[src/rtl/hak_pkg.sv]
// ----------------------------------------------------------------------------
// hak_pkg
// Shared codes, result layout and the candidate-index helper for the
// hunt-and-kill maze stepper.
// ----------------------------------------------------------------------------
package hak_pkg;

  localparam int OUT_TDATA_W = 24;

  localparam logic [2:0] EV_WALK    = 3'd0;
  localparam logic [2:0] EV_LINK    = 3'd1;
  localparam logic [2:0] EV_EMPTY   = 3'd2;
  localparam logic [2:0] EV_FINISH  = 3'd3;
  localparam logic [2:0] EV_RESTART = 3'd4;

  localparam logic [1:0] DIR_N = 2'd0;
  localparam logic [1:0] DIR_S = 2'd1;
  localparam logic [1:0] DIR_W = 2'd2;
  localparam logic [1:0] DIR_E = 2'd3;

  localparam logic OP_TICK    = 1'b0;
  localparam logic OP_RESTART = 1'b1;

  localparam logic CFG_COLS = 1'b0;
  localparam logic CFG_ROWS = 1'b1;

  typedef struct packed {
    logic       found;
    logic [1:0] dir;
  } pick_t;

  // choice mod n for n in 1..4
  function automatic logic [1:0] mod_pick(input logic [7:0] c, input logic [2:0] n);
    logic [15:0] p;
    logic [7:0]  q;
    logic [7:0]  r;
    p = 16'(c) * 16'd171;
    q = 8'(p >> 9);
    r = 8'd0;
    case (n)
      3'd2:    r = {7'd0, c[0]};
      3'd3:    r = c - 8'(q * 8'd3);
      3'd4:    r = {6'd0, c[1:0]};
      default: r = 8'd0;
    endcase
    return r[1:0];
  endfunction

endpackage

[src/rtl/hak_map.sv]
// ----------------------------------------------------------------------------
// hak_map
// Visited map: one word per grid row, one bit per column, registered read.
// ----------------------------------------------------------------------------
module hak_map #(
  parameter int MAX_COLS = 32,
  parameter int MAX_ROWS = 32
) (
  input  logic                        clk_i,
  input  logic                        we_i,
  input  logic [$clog2(MAX_ROWS)-1:0] waddr_i,
  input  logic [MAX_COLS-1:0]         wdata_i,
  input  logic [$clog2(MAX_ROWS)-1:0] raddr_i,
  output logic [MAX_COLS-1:0]         rdata_o
);

  logic [MAX_COLS-1:0] mem [MAX_ROWS];
  logic [MAX_COLS-1:0] rdata_q;

  always_ff @(posedge clk_i) begin
    if (we_i) begin
      mem[waddr_i] <= wdata_i;
    end
    rdata_q <= mem[raddr_i];
  end

  assign rdata_o = rdata_q;

endmodule

[src/rtl/hak_pick.sv]
// ----------------------------------------------------------------------------
// hak_pick
// Neighbour test for one cell against three cached map rows and selection
// of the candidate given by the random choice.
// ----------------------------------------------------------------------------
module hak_pick #(
  parameter int MAX_COLS = 32
) (
  input  logic [MAX_COLS-1:0]         up_i,
  input  logic [MAX_COLS-1:0]         mid_i,
  input  logic [MAX_COLS-1:0]         dn_i,
  input  logic [$clog2(MAX_COLS):0]   col_i,
  input  logic [$clog2(MAX_COLS):0]   w_i,
  input  logic                        ok_up_i,
  input  logic                        ok_mid_i,
  input  logic                        ok_dn_i,
  input  logic                        want_i,
  input  logic [7:0]                  choice_i,
  output hak_pkg::pick_t              pick_o
);
  import hak_pkg::*;

  localparam int CW  = $clog2(MAX_COLS);
  localparam int CNW = CW + 1;

  logic [CW-1:0]  ci;
  logic [CW-1:0]  cw;
  logic [CW-1:0]  ce;
  logic [CNW-1:0] col_e;
  logic           c_ok;
  logic [3:0]     fl;
  logic [2:0]     n;
  logic [1:0]     k;
  logic [2:0]     cnt;
  logic [1:0]     dir;

  always_comb begin
    ci    = col_i[CW-1:0];
    cw    = CW'(col_i - CNW'(1));
    col_e = col_i + CNW'(1);
    ce    = CW'(col_e);
    c_ok  = col_i < w_i;
    fl[DIR_N] = ok_up_i && c_ok && (up_i[ci] == want_i);
    fl[DIR_S] = ok_dn_i && c_ok && (dn_i[ci] == want_i);
    fl[DIR_W] = ok_mid_i && (col_i != '0) && ((col_i - CNW'(1)) < w_i)
                && (mid_i[cw] == want_i);
    fl[DIR_E] = ok_mid_i && (col_e < w_i) && (mid_i[ce] == want_i);
    n   = 3'($countones(fl));
    k   = mod_pick(choice_i, n);
    cnt = 3'd0;
    dir = DIR_N;
    for (int d = 0; d < 4; d++) begin
      if (fl[d] && (cnt == {1'b0, k})) begin
        dir = 2'(d);
      end
      cnt = cnt + {2'd0, fl[d]};
    end
    pick_o.found = (n != 3'd0);
    pick_o.dir   = dir;
  end

endmodule

[src/rtl/hunt_and_kill_maze_stepper.sv]
// ----------------------------------------------------------------------------
// hunt_and_kill_maze_stepper
// Hunt-and-kill maze generator stepped one beat at a time.
// ----------------------------------------------------------------------------
// Each tick beat yields one result beat. The visited map is a row-wide memory
// with one read port, so a walk or hunt tick first fetches the rows above, at
// and below the working row; a tick after finish, or one that finds the hunt
// past the last row, fetches nothing. A dead end adds a second fetch. A hunt
// tick walks the cached row one column per cycle. After reset and on restart
// a clearing pass over all MAX_ROWS map rows runs before the next beat is
// taken. Configuration writes are taken at any time and apply at once.
module hunt_and_kill_maze_stepper #(
  parameter int MAX_COLS = 32,
  parameter int MAX_ROWS = 32
) (
  input  logic                             clk_i,
  input  logic                             rst_ni,
  input  logic                             s_axis_tvalid,
  output logic                             s_axis_tready,
  input  logic [7:0]                       s_axis_tdata,   // choice
  input  logic                             s_axis_tuser,   // operation
  output logic                             m_axis_tvalid,
  input  logic                             m_axis_tready,
  // cell_col[4:0] cell_row[9:5] link_dir[11:10] scan_row[16:12] more[17]
  output logic [hak_pkg::OUT_TDATA_W-1:0]  m_axis_tdata,
  output logic [2:0]                       m_axis_tuser,   // event_res
  input  logic                             cfg_valid_i,
  output logic                             cfg_ready_o,
  input  logic                             cfg_index_i,
  input  logic [5:0]                       cfg_data_i
);
  import hak_pkg::*;

  localparam int CW  = $clog2(MAX_COLS);
  localparam int RW  = $clog2(MAX_ROWS);
  localparam int CNW = CW + 1;
  localparam int RNW = RW + 1;

  localparam logic [3:0] S_CLEAR = 4'd0;
  localparam logic [3:0] S_IDLE  = 4'd1;
  localparam logic [3:0] S_F0    = 4'd2;
  localparam logic [3:0] S_F1    = 4'd3;
  localparam logic [3:0] S_F2    = 4'd4;
  localparam logic [3:0] S_F3    = 4'd5;
  localparam logic [3:0] S_EVAL  = 4'd6;
  localparam logic [3:0] S_SCAN  = 4'd7;
  localparam logic [3:0] S_RES   = 4'd8;

  function automatic logic [MAX_COLS-1:0] oh(input logic [CW-1:0] i);
    return {{(MAX_COLS-1){1'b0}}, 1'b1} << i;
  endfunction

  logic [3:0]          state_q, state_d;
  logic [5:0]          cols_q, rows_q;
  logic [CW-1:0]       walk_col_q, walk_col_d;
  logic [RW-1:0]       walk_row_q, walk_row_d;
  logic                hunting_q, hunting_d;
  logic [RNW-1:0]      hunt_row_q, hunt_row_d;
  logic                finished_q, finished_d;
  logic                restart_q, restart_d;
  logic [RW-1:0]       clr_q, clr_d;
  logic [RW-1:0]       br_q, br_d;
  logic [CNW-1:0]      x_q, x_d;
  logic [7:0]          choice_q, choice_d;
  logic [MAX_COLS-1:0] up_q, up_d, mid_q, mid_d, dn_q, dn_d;
  logic [2:0]          ev_q, ev_d;
  logic [4:0]          rc_q, rc_d, rr_q, rr_d, rs_q, rs_d;
  logic [1:0]          rd_q, rd_d;
  logic                rm_q, rm_d;
  logic                m_tvalid_q, m_tvalid_d;
  logic [2:0]          m_tuser_q, m_tuser_d;
  logic [OUT_TDATA_W-1:0] m_tdata_q, m_tdata_d;

  logic [CNW-1:0]      w;
  logic [RNW-1:0]      h;
  logic [RNW-1:0]      brx;
  logic                ok_up, ok_mid, ok_dn;
  logic [RW-1:0]       up_addr, dn_addr;
  logic [CNW-1:0]      pick_col;
  pick_t               pick;
  logic                we;
  logic [RW-1:0]       waddr, raddr;
  logic [MAX_COLS-1:0] wdata, rdata;
  logic [RNW-1:0]      next_row;

  assign cfg_ready_o = 1'b1;

  always_comb begin
    if (cols_q == 6'd0) begin
      w = CNW'(1);
    end else if (32'(cols_q) > MAX_COLS) begin
      w = CNW'(MAX_COLS);
    end else begin
      w = CNW'(cols_q);
    end
    if (rows_q == 6'd0) begin
      h = RNW'(1);
    end else if (32'(rows_q) > MAX_ROWS) begin
      h = RNW'(MAX_ROWS);
    end else begin
      h = RNW'(rows_q);
    end
  end

  always_comb begin
    brx     = {1'b0, br_q};
    ok_up   = (br_q != '0) && ((brx - RNW'(1)) < h);
    ok_mid  = brx < h;
    ok_dn   = (brx + RNW'(1)) < h;
    up_addr = (br_q != '0) ? br_q - RW'(1) : br_q;
    dn_addr = ((brx + RNW'(1)) < RNW'(MAX_ROWS)) ? RW'(brx + RNW'(1)) : br_q;
    pick_col = (state_q == S_EVAL) ? {1'b0, walk_col_q} : x_q;
  end

  hak_pick #(.MAX_COLS(MAX_COLS)) u_pick (
    .up_i     (up_q),
    .mid_i    (mid_q),
    .dn_i     (dn_q),
    .col_i    (pick_col),
    .w_i      (w),
    .ok_up_i  (ok_up),
    .ok_mid_i (ok_mid),
    .ok_dn_i  (ok_dn),
    .want_i   (hunting_q),
    .choice_i (choice_q),
    .pick_o   (pick)
  );

  hak_map #(.MAX_COLS(MAX_COLS), .MAX_ROWS(MAX_ROWS)) u_map (
    .clk_i   (clk_i),
    .we_i    (we),
    .waddr_i (waddr),
    .wdata_i (wdata),
    .raddr_i (raddr),
    .rdata_o (rdata)
  );

  assign s_axis_tready = (state_q == S_IDLE);

  always_comb begin
    state_d    = state_q;
    walk_col_d = walk_col_q;
    walk_row_d = walk_row_q;
    hunting_d  = hunting_q;
    hunt_row_d = hunt_row_q;
    finished_d = finished_q;
    restart_d  = restart_q;
    clr_d      = clr_q;
    br_d       = br_q;
    x_d        = x_q;
    choice_d   = choice_q;
    up_d       = up_q;
    mid_d      = mid_q;
    dn_d       = dn_q;
    ev_d       = ev_q;
    rc_d       = rc_q;
    rr_d       = rr_q;
    rd_d       = rd_q;
    rs_d       = rs_q;
    rm_d       = rm_q;
    m_tvalid_d = m_axis_tready ? 1'b0 : m_tvalid_q;
    m_tuser_d  = m_tuser_q;
    m_tdata_d  = m_tdata_q;
    we         = 1'b0;
    waddr      = br_q;
    wdata      = mid_q;
    raddr      = br_q;
    next_row   = hunt_row_q + RNW'(1);

    unique case (state_q)
      S_CLEAR: begin
        we    = 1'b1;
        waddr = clr_q;
        wdata = (clr_q == '0) ? oh('0) : '0;
        clr_d = clr_q + RW'(1);
        if (clr_q == RW'(MAX_ROWS - 1)) begin
          clr_d   = '0;
          state_d = restart_q ? S_RES : S_IDLE;
        end
      end
      S_IDLE: begin
        if (s_axis_tvalid) begin
          choice_d = s_axis_tdata;
          ev_d = EV_FINISH;
          rc_d = '0;
          rr_d = '0;
          rd_d = '0;
          rs_d = '0;
          rm_d = 1'b0;
          if (s_axis_tuser == OP_RESTART) begin
            walk_col_d = '0;
            walk_row_d = '0;
            hunting_d  = 1'b0;
            hunt_row_d = '0;
            finished_d = 1'b0;
            restart_d  = 1'b1;
            clr_d      = '0;
            ev_d       = EV_RESTART;
            rm_d       = 1'b1;
            state_d    = S_CLEAR;
          end else if (finished_q) begin
            state_d = S_RES;
          end else if (hunting_q) begin
            if (hunt_row_q >= h) begin
              finished_d = 1'b1;
              state_d    = S_RES;
            end else begin
              br_d    = RW'(hunt_row_q);
              state_d = S_F0;
            end
          end else begin
            br_d    = walk_row_q;
            state_d = S_F0;
          end
        end
      end
      S_F0: begin
        raddr   = up_addr;
        state_d = S_F1;
      end
      S_F1: begin
        up_d    = rdata;
        raddr   = br_q;
        state_d = S_F2;
      end
      S_F2: begin
        mid_d   = rdata;
        raddr   = dn_addr;
        state_d = S_F3;
      end
      S_F3: begin
        dn_d    = rdata;
        x_d     = '0;
        state_d = hunting_q ? S_SCAN : S_EVAL;
      end
      S_EVAL: begin
        if (pick.found) begin
          we = 1'b1;
          case (pick.dir)
            DIR_N: begin
              waddr      = up_addr;
              wdata      = up_q | oh(walk_col_q);
              walk_row_d = up_addr;
            end
            DIR_S: begin
              waddr      = dn_addr;
              wdata      = dn_q | oh(walk_col_q);
              walk_row_d = dn_addr;
            end
            DIR_W: begin
              wdata      = mid_q | oh(walk_col_q - CW'(1));
              walk_col_d = walk_col_q - CW'(1);
            end
            default: begin
              wdata      = mid_q | oh(walk_col_q + CW'(1));
              walk_col_d = walk_col_q + CW'(1);
            end
          endcase
          ev_d    = EV_WALK;
          rc_d    = 5'(walk_col_d);
          rr_d    = 5'(walk_row_d);
          rd_d    = pick.dir ^ 2'd1;
          rm_d    = 1'b1;
          state_d = S_RES;
        end else begin
          hunting_d  = 1'b1;
          hunt_row_d = '0;
          br_d       = '0;
          state_d    = S_F0;
        end
      end
      S_SCAN: begin
        if (x_q >= w) begin
          hunt_row_d = next_row;
          if (next_row >= h) begin
            finished_d = 1'b1;
          end else begin
            ev_d = EV_EMPTY;
            rs_d = 5'(br_q);
            rm_d = 1'b1;
          end
          state_d = S_RES;
        end else if (!mid_q[x_q[CW-1:0]] && pick.found) begin
          we         = 1'b1;
          wdata      = mid_q | oh(x_q[CW-1:0]);
          walk_col_d = x_q[CW-1:0];
          walk_row_d = br_q;
          hunting_d  = 1'b0;
          ev_d       = EV_LINK;
          rc_d       = 5'(x_q);
          rr_d       = 5'(br_q);
          rd_d       = pick.dir;
          rs_d       = 5'(br_q);
          rm_d       = 1'b1;
          state_d    = S_RES;
        end else begin
          x_d = x_q + CNW'(1);
        end
      end
      S_RES: begin
        if (!m_tvalid_q || m_axis_tready) begin
          m_tvalid_d = 1'b1;
          m_tuser_d  = ev_q;
          m_tdata_d  = {6'd0, rm_q, rs_q, rd_q, rr_q, rc_q};
          restart_d  = 1'b0;
          state_d    = S_IDLE;
        end
      end
      default: state_d = S_IDLE;
    endcase
  end

  always_ff @(posedge clk_i or negedge rst_ni) begin
    if (!rst_ni) begin
      state_q    <= S_CLEAR;
      cols_q     <= 6'd16;
      rows_q     <= 6'd16;
      walk_col_q <= '0;
      walk_row_q <= '0;
      hunting_q  <= 1'b0;
      hunt_row_q <= '0;
      finished_q <= 1'b0;
      restart_q  <= 1'b0;
      clr_q      <= '0;
      m_tvalid_q <= 1'b0;
    end else begin
      state_q    <= state_d;
      walk_col_q <= walk_col_d;
      walk_row_q <= walk_row_d;
      hunting_q  <= hunting_d;
      hunt_row_q <= hunt_row_d;
      finished_q <= finished_d;
      restart_q  <= restart_d;
      clr_q      <= clr_d;
      m_tvalid_q <= m_tvalid_d;
      if (cfg_valid_i) begin
        if (cfg_index_i == CFG_COLS) begin
          cols_q <= cfg_data_i;
        end else begin
          rows_q <= cfg_data_i;
        end
      end
    end
  end

  always_ff @(posedge clk_i) begin
    br_q      <= br_d;
    x_q       <= x_d;
    choice_q  <= choice_d;
    up_q      <= up_d;
    mid_q     <= mid_d;
    dn_q      <= dn_d;
    ev_q      <= ev_d;
    rc_q      <= rc_d;
    rr_q      <= rr_d;
    rd_q      <= rd_d;
    rs_q      <= rs_d;
    rm_q      <= rm_d;
    m_tuser_q <= m_tuser_d;
    m_tdata_q <= m_tdata_d;
  end

  assign m_axis_tvalid = m_tvalid_q;
  assign m_axis_tuser  = m_tuser_q;
  assign m_axis_tdata  = m_tdata_q;

endmodule

[config.mk]
export PLATFORM = sky130hd
export DESIGN_NAME = hunt_and_kill_maze_stepper
export DESIGN_NICKNAME = d
export VERILOG_FILES = /design/src/rtl/hak_pkg.sv /design/src/rtl/hak_map.sv /design/src/rtl/hak_pick.sv /design/src/rtl/hunt_and_kill_maze_stepper.sv
export SDC_FILE = /design/constraint.sdc
export NUM_CORES = 2
export LEC_CHECK = 0
export BUFFER_PORTS_ARGS = -buffer_cell sky130_fd_sc_hd__buf_2
export CORE_MARGIN = 2
export CORE_UTILIZATION = 60
export DETAILED_ROUTE_END_ITERATION = 12
export PLACE_DENSITY = 0.76
export SLEW_MARGIN = 20
export SYNTH_ARGS = -nofsm -noshare
export SYNTH_HDL_FRONTEND = slang
export SYNTH_SLANG_ARGS = --single-unit
[constraint.sdc]
create_clock -name clk_i -period 16.4 [get_ports clk_i]
set_clock_uncertainty 0.2 [all_clocks]
set_input_delay 1.64 -clock clk_i [delete_from_list [all_inputs] [get_ports clk_i]]
set_output_delay 1.64 -clock clk_i [all_outputs]
set_load 0.01 [all_outputs]
==> summary.txt <==
Synthesis
  • Register area share after synthesis: 66.6%
  • Number of library cell types mapped by synthesis: 88
  • Asr flop ratio synth: 3.27%
  • Synth Flop Type: edfxtp_1
  • Yosys warns: 0
  • Syn Inst Count: 4516
  • Synth Register Bits: 1254
  • Post-synth EDFFs: 1181
  • Syn_area_per_cell: 12.3 um^2
  • Cell area after synthesis: 55700 um^2

Worst hold path
  • Worst Hold Path Cells: 0
  • Hold_sp: rr_q[0]
  • Hold Crit Class: reg -> reg

Critical path
  • CP Class: reg -> reg
  • Launching point of the worst reg2reg path: state_q[1]
  • Crit. End Element: flop
  • Slowest Stage Delay on Critical Path: 0.94 ns
  • Worst path arrival time: 11.57 ns
  • R2R depth: 28
  • Worst setup startpoint: state_q[1]
  • Req. time, crit path: 16.51 ns
  • Slowest CP cell: mux2i_1
  • Most used cell, CP: mux2i_1
  • Nature of the critical path startpoint: flop
  • Worst-path maximum fanout: 39

Routing
  • Initial drt markers: 5259
  • Wire length per cell: 26.2 um
  • DRC: 0
  • Antenna Nets Post-Route: 0
  • Vias: 38100
  • Post-DR vias/cell: 6.55
  • First drt pass iteration count: 8
  • Post-Route WL: 152000 um

STA
  • Final Hold Slack: 0.211 ns
  • RSZ-0062 raised after global routing: false
  • Final Hold Violating Endpoints: 0
  • Crit path time final: 11.45 ns
  • Slew @ Worst Pin: 1.09 ns
  • Setup violators final: 0
  • Period utilisation layout: 69.8%
  • Slew Limit Fails: 0
  • Worst rel slew slack: 27.2%
  • Setup TNS: 0 ns
  • Fmax: 87.3 MHz

Pwr
  • Leak: 21.9 nW
  • Internal power: 7.27 mW
  • Total power: 11.8 mW
  • Pwr/cell area: 191 nW/um^2
  • Clock Power Share: 23.4%
  • Switching part of the total: 38.4%
  • Worst IR Drop VDD: 0.183 mV
  • Net load switching power: 4.53 mW
  • Comb power frac: 36.6%
  • Flop pwr share: 40.0%

Layout
  • Ant diodes: 0
  • Share of layout cells above drive strength 1: 10.5%
  • Commonest non-fill, non-tap cells in the layout: edfxtp_1 (1181), nand2_1 (1162), nand3_1 (341)
  • Most common cell after layout, fill and taps aside: edfxtp_1
  • Fillers: 6392
  • Area added between synthesis and finish: 10.6%
  • Nets: 4599
  • Finished Layout Cells: 5817
  • Post-route cell area: 61700 um^2

Floorplan
  • Standard-cell rows: 111
  • Initial Utilization: 60.7%
  • Die Y: 309 um
  • # IOs: 51
  • Core Area: 91800 um^2
  • Die area: 95400 um^2
  • Die W: 309 um

Clock network
  • CTS tree: done
  • Sink Count: 1254
  • Setup Fix Bufs, Post-CTS: 0
  • CTS Root Cell: clkbuf_16
  • Max Root-Sink Buffers: 3
  • Hold buffer count at CTS: 0
  • CTS Buf Count: 119
  • Post-CTS sizing: 0
  • Clk_lat worst skew: 0.72 ns
  • Reg clk slew, reported paths: 0.06 ns
  • Max H-tree Level: 3

Place
  • IO buf count: 43
  • Detailed placement HPWL: 88200 um
  • Placer Congestion: 1.03
  • Post-DP Area: 57600 um^2
  • Inst Count DP: 5589

Global routing
  • Vias in the first global route: 36200
  • GRT overflow: 0
  • Initial antenna violation count: 6
  • Largest net degree at the start of global routing: 178
  • Gr usage total: 31.7%
  • First-pass GRT wire length: 225000 um

Flow run
  • Max_cap viols: 0

Run status
  • Status: finished, final reports clean
through the flow:
stage	setup WS [ns]	util, %
2_1_floorplan	5.76	-
3_3_place_gp	5.36	62.7
3_5_place_dp	5.13	62.7
4_1_cts	5.08	67.1
5_1_grt	4.49	67.2
6_report	4.95	67.2
critical path: cells and delay by family (launching register included):
kind | cells | cell delay (ns)
AOI/OAI and AO/OA | 7 | 2.07
adders and majority gates | 4 | 1.49
DFF | 1 | 0.70
and+or+nand+nor | 6 | 2.36
buffers and inverters | 6 | 1.95
muxes | 5 | 2.22
final timing paths:
kind / slack [ns] / end
hold reg to reg: 0.21 / m_axis_tdata[5]
setup / recovery: 4.95 / u_map.mem[7][20]
hold / removal: 0.21 / m_axis_tdata[5]
max in group asynchronous: 14.82 / clr_q[4]
min in group asynchronous: 0.76 / hunt_row_q[1]
setup reg to reg: 4.95 / u_map.mem[7][20]
cells in the mapped netlist, drive strengths merged (29+ instances only):
| cell type | n | area share, % |
|---|---|---|
| edfxtp | 1181 | 64 |
| nand2 | 1163 | 7.8 |
| nand3 | 341 | 3.1 |
| clkbuf | 246 | 1.7 |
| a311oi | 208 | 3.3 |
| and3 | 138 | 1.5 |
| mux2i | 103 | 1.9 |
| ha | 97 | 2.2 |
| nor2 | 82 | 0.55 |
| a21oi | 78 | 0.71 |
| a31oi | 74 | 0.83 |
| inv | 73 | 0.49 |
| buf | 67 | 0.58 |
| o21ai | 60 | 0.55 |
| a211oi | 52 | 0.72 |
| a21o | 49 | 0.66 |
| dfrtp | 39 | 1.8 |
| nor4 | 38 | 0.54 |
| mux2 | 36 | 0.73 |
| dfxtp | 32 | 1.1 |
| nor2b | 29 | 0.33 |
| xnor2 | 29 | 0.48 |
power groups by stage:
stage	logic [mW]	registers (mW)	clock network, mW
2_1_floorplan	2.71	4.73	0
3_3_place_gp	4.12	4.76	0
3_5_place_dp	4.21	4.78	0
4_1_cts	4.23	4.71	2.79
5_1_grt	4.63	4.75	2.90
6_report	4.31	4.72	2.77
state kept, by name, summed over array words and instances, names as in the netlist, 6 cells and up:
register / cells
hunt_row_q: 6
mid_q: 32
up_q: 32
rows_q: 6
m_axis_tdata: 18
choice_q: 8
u_map.rdata_o: 32
dn_q: 32
cols_q: 6
u_map.mem: 1024
x_q: 6
logic make-up after synthesis:
group,count (synthesis),synth area share [%]
simple gates,1895,15.1
compound gates,669,8.97
buf+inv,389,2.75
fa+ha+maj,109,2.61
other cells,2,0.0135
mux,156,3.29
flops,1254,66.6
xor+xnor,42,0.687
cell type report:
type | instances | area [um^2] | area share (%)
timing repair buffer | 140 | 1020 | 1.65
sequential | 1254 | 37100 | 60.2
clock buffer | 148 | 3160 | 5.12
clock inverter | 78 | 837 | 1.36
multi-input combinational | 2878 | 17700 | 28.7
inverter | 76 | 285 | 0.463
tap | 1243 | 1560 | 2.52
layer usage:
layer | vias to the layer above | share of wire (%) | GRT usage [%]
met1 | 18600 | 38 | 44.0
met2 | 2244 | 47 | 49.8
li1 | 16800 | - | -
met3 | 448 | 10 | 5.36
met4 | 4 | 4.8 | 14.0
met5 | - | 0.015 | 0
No activity file was read; power rests on OpenSTA's default activity.
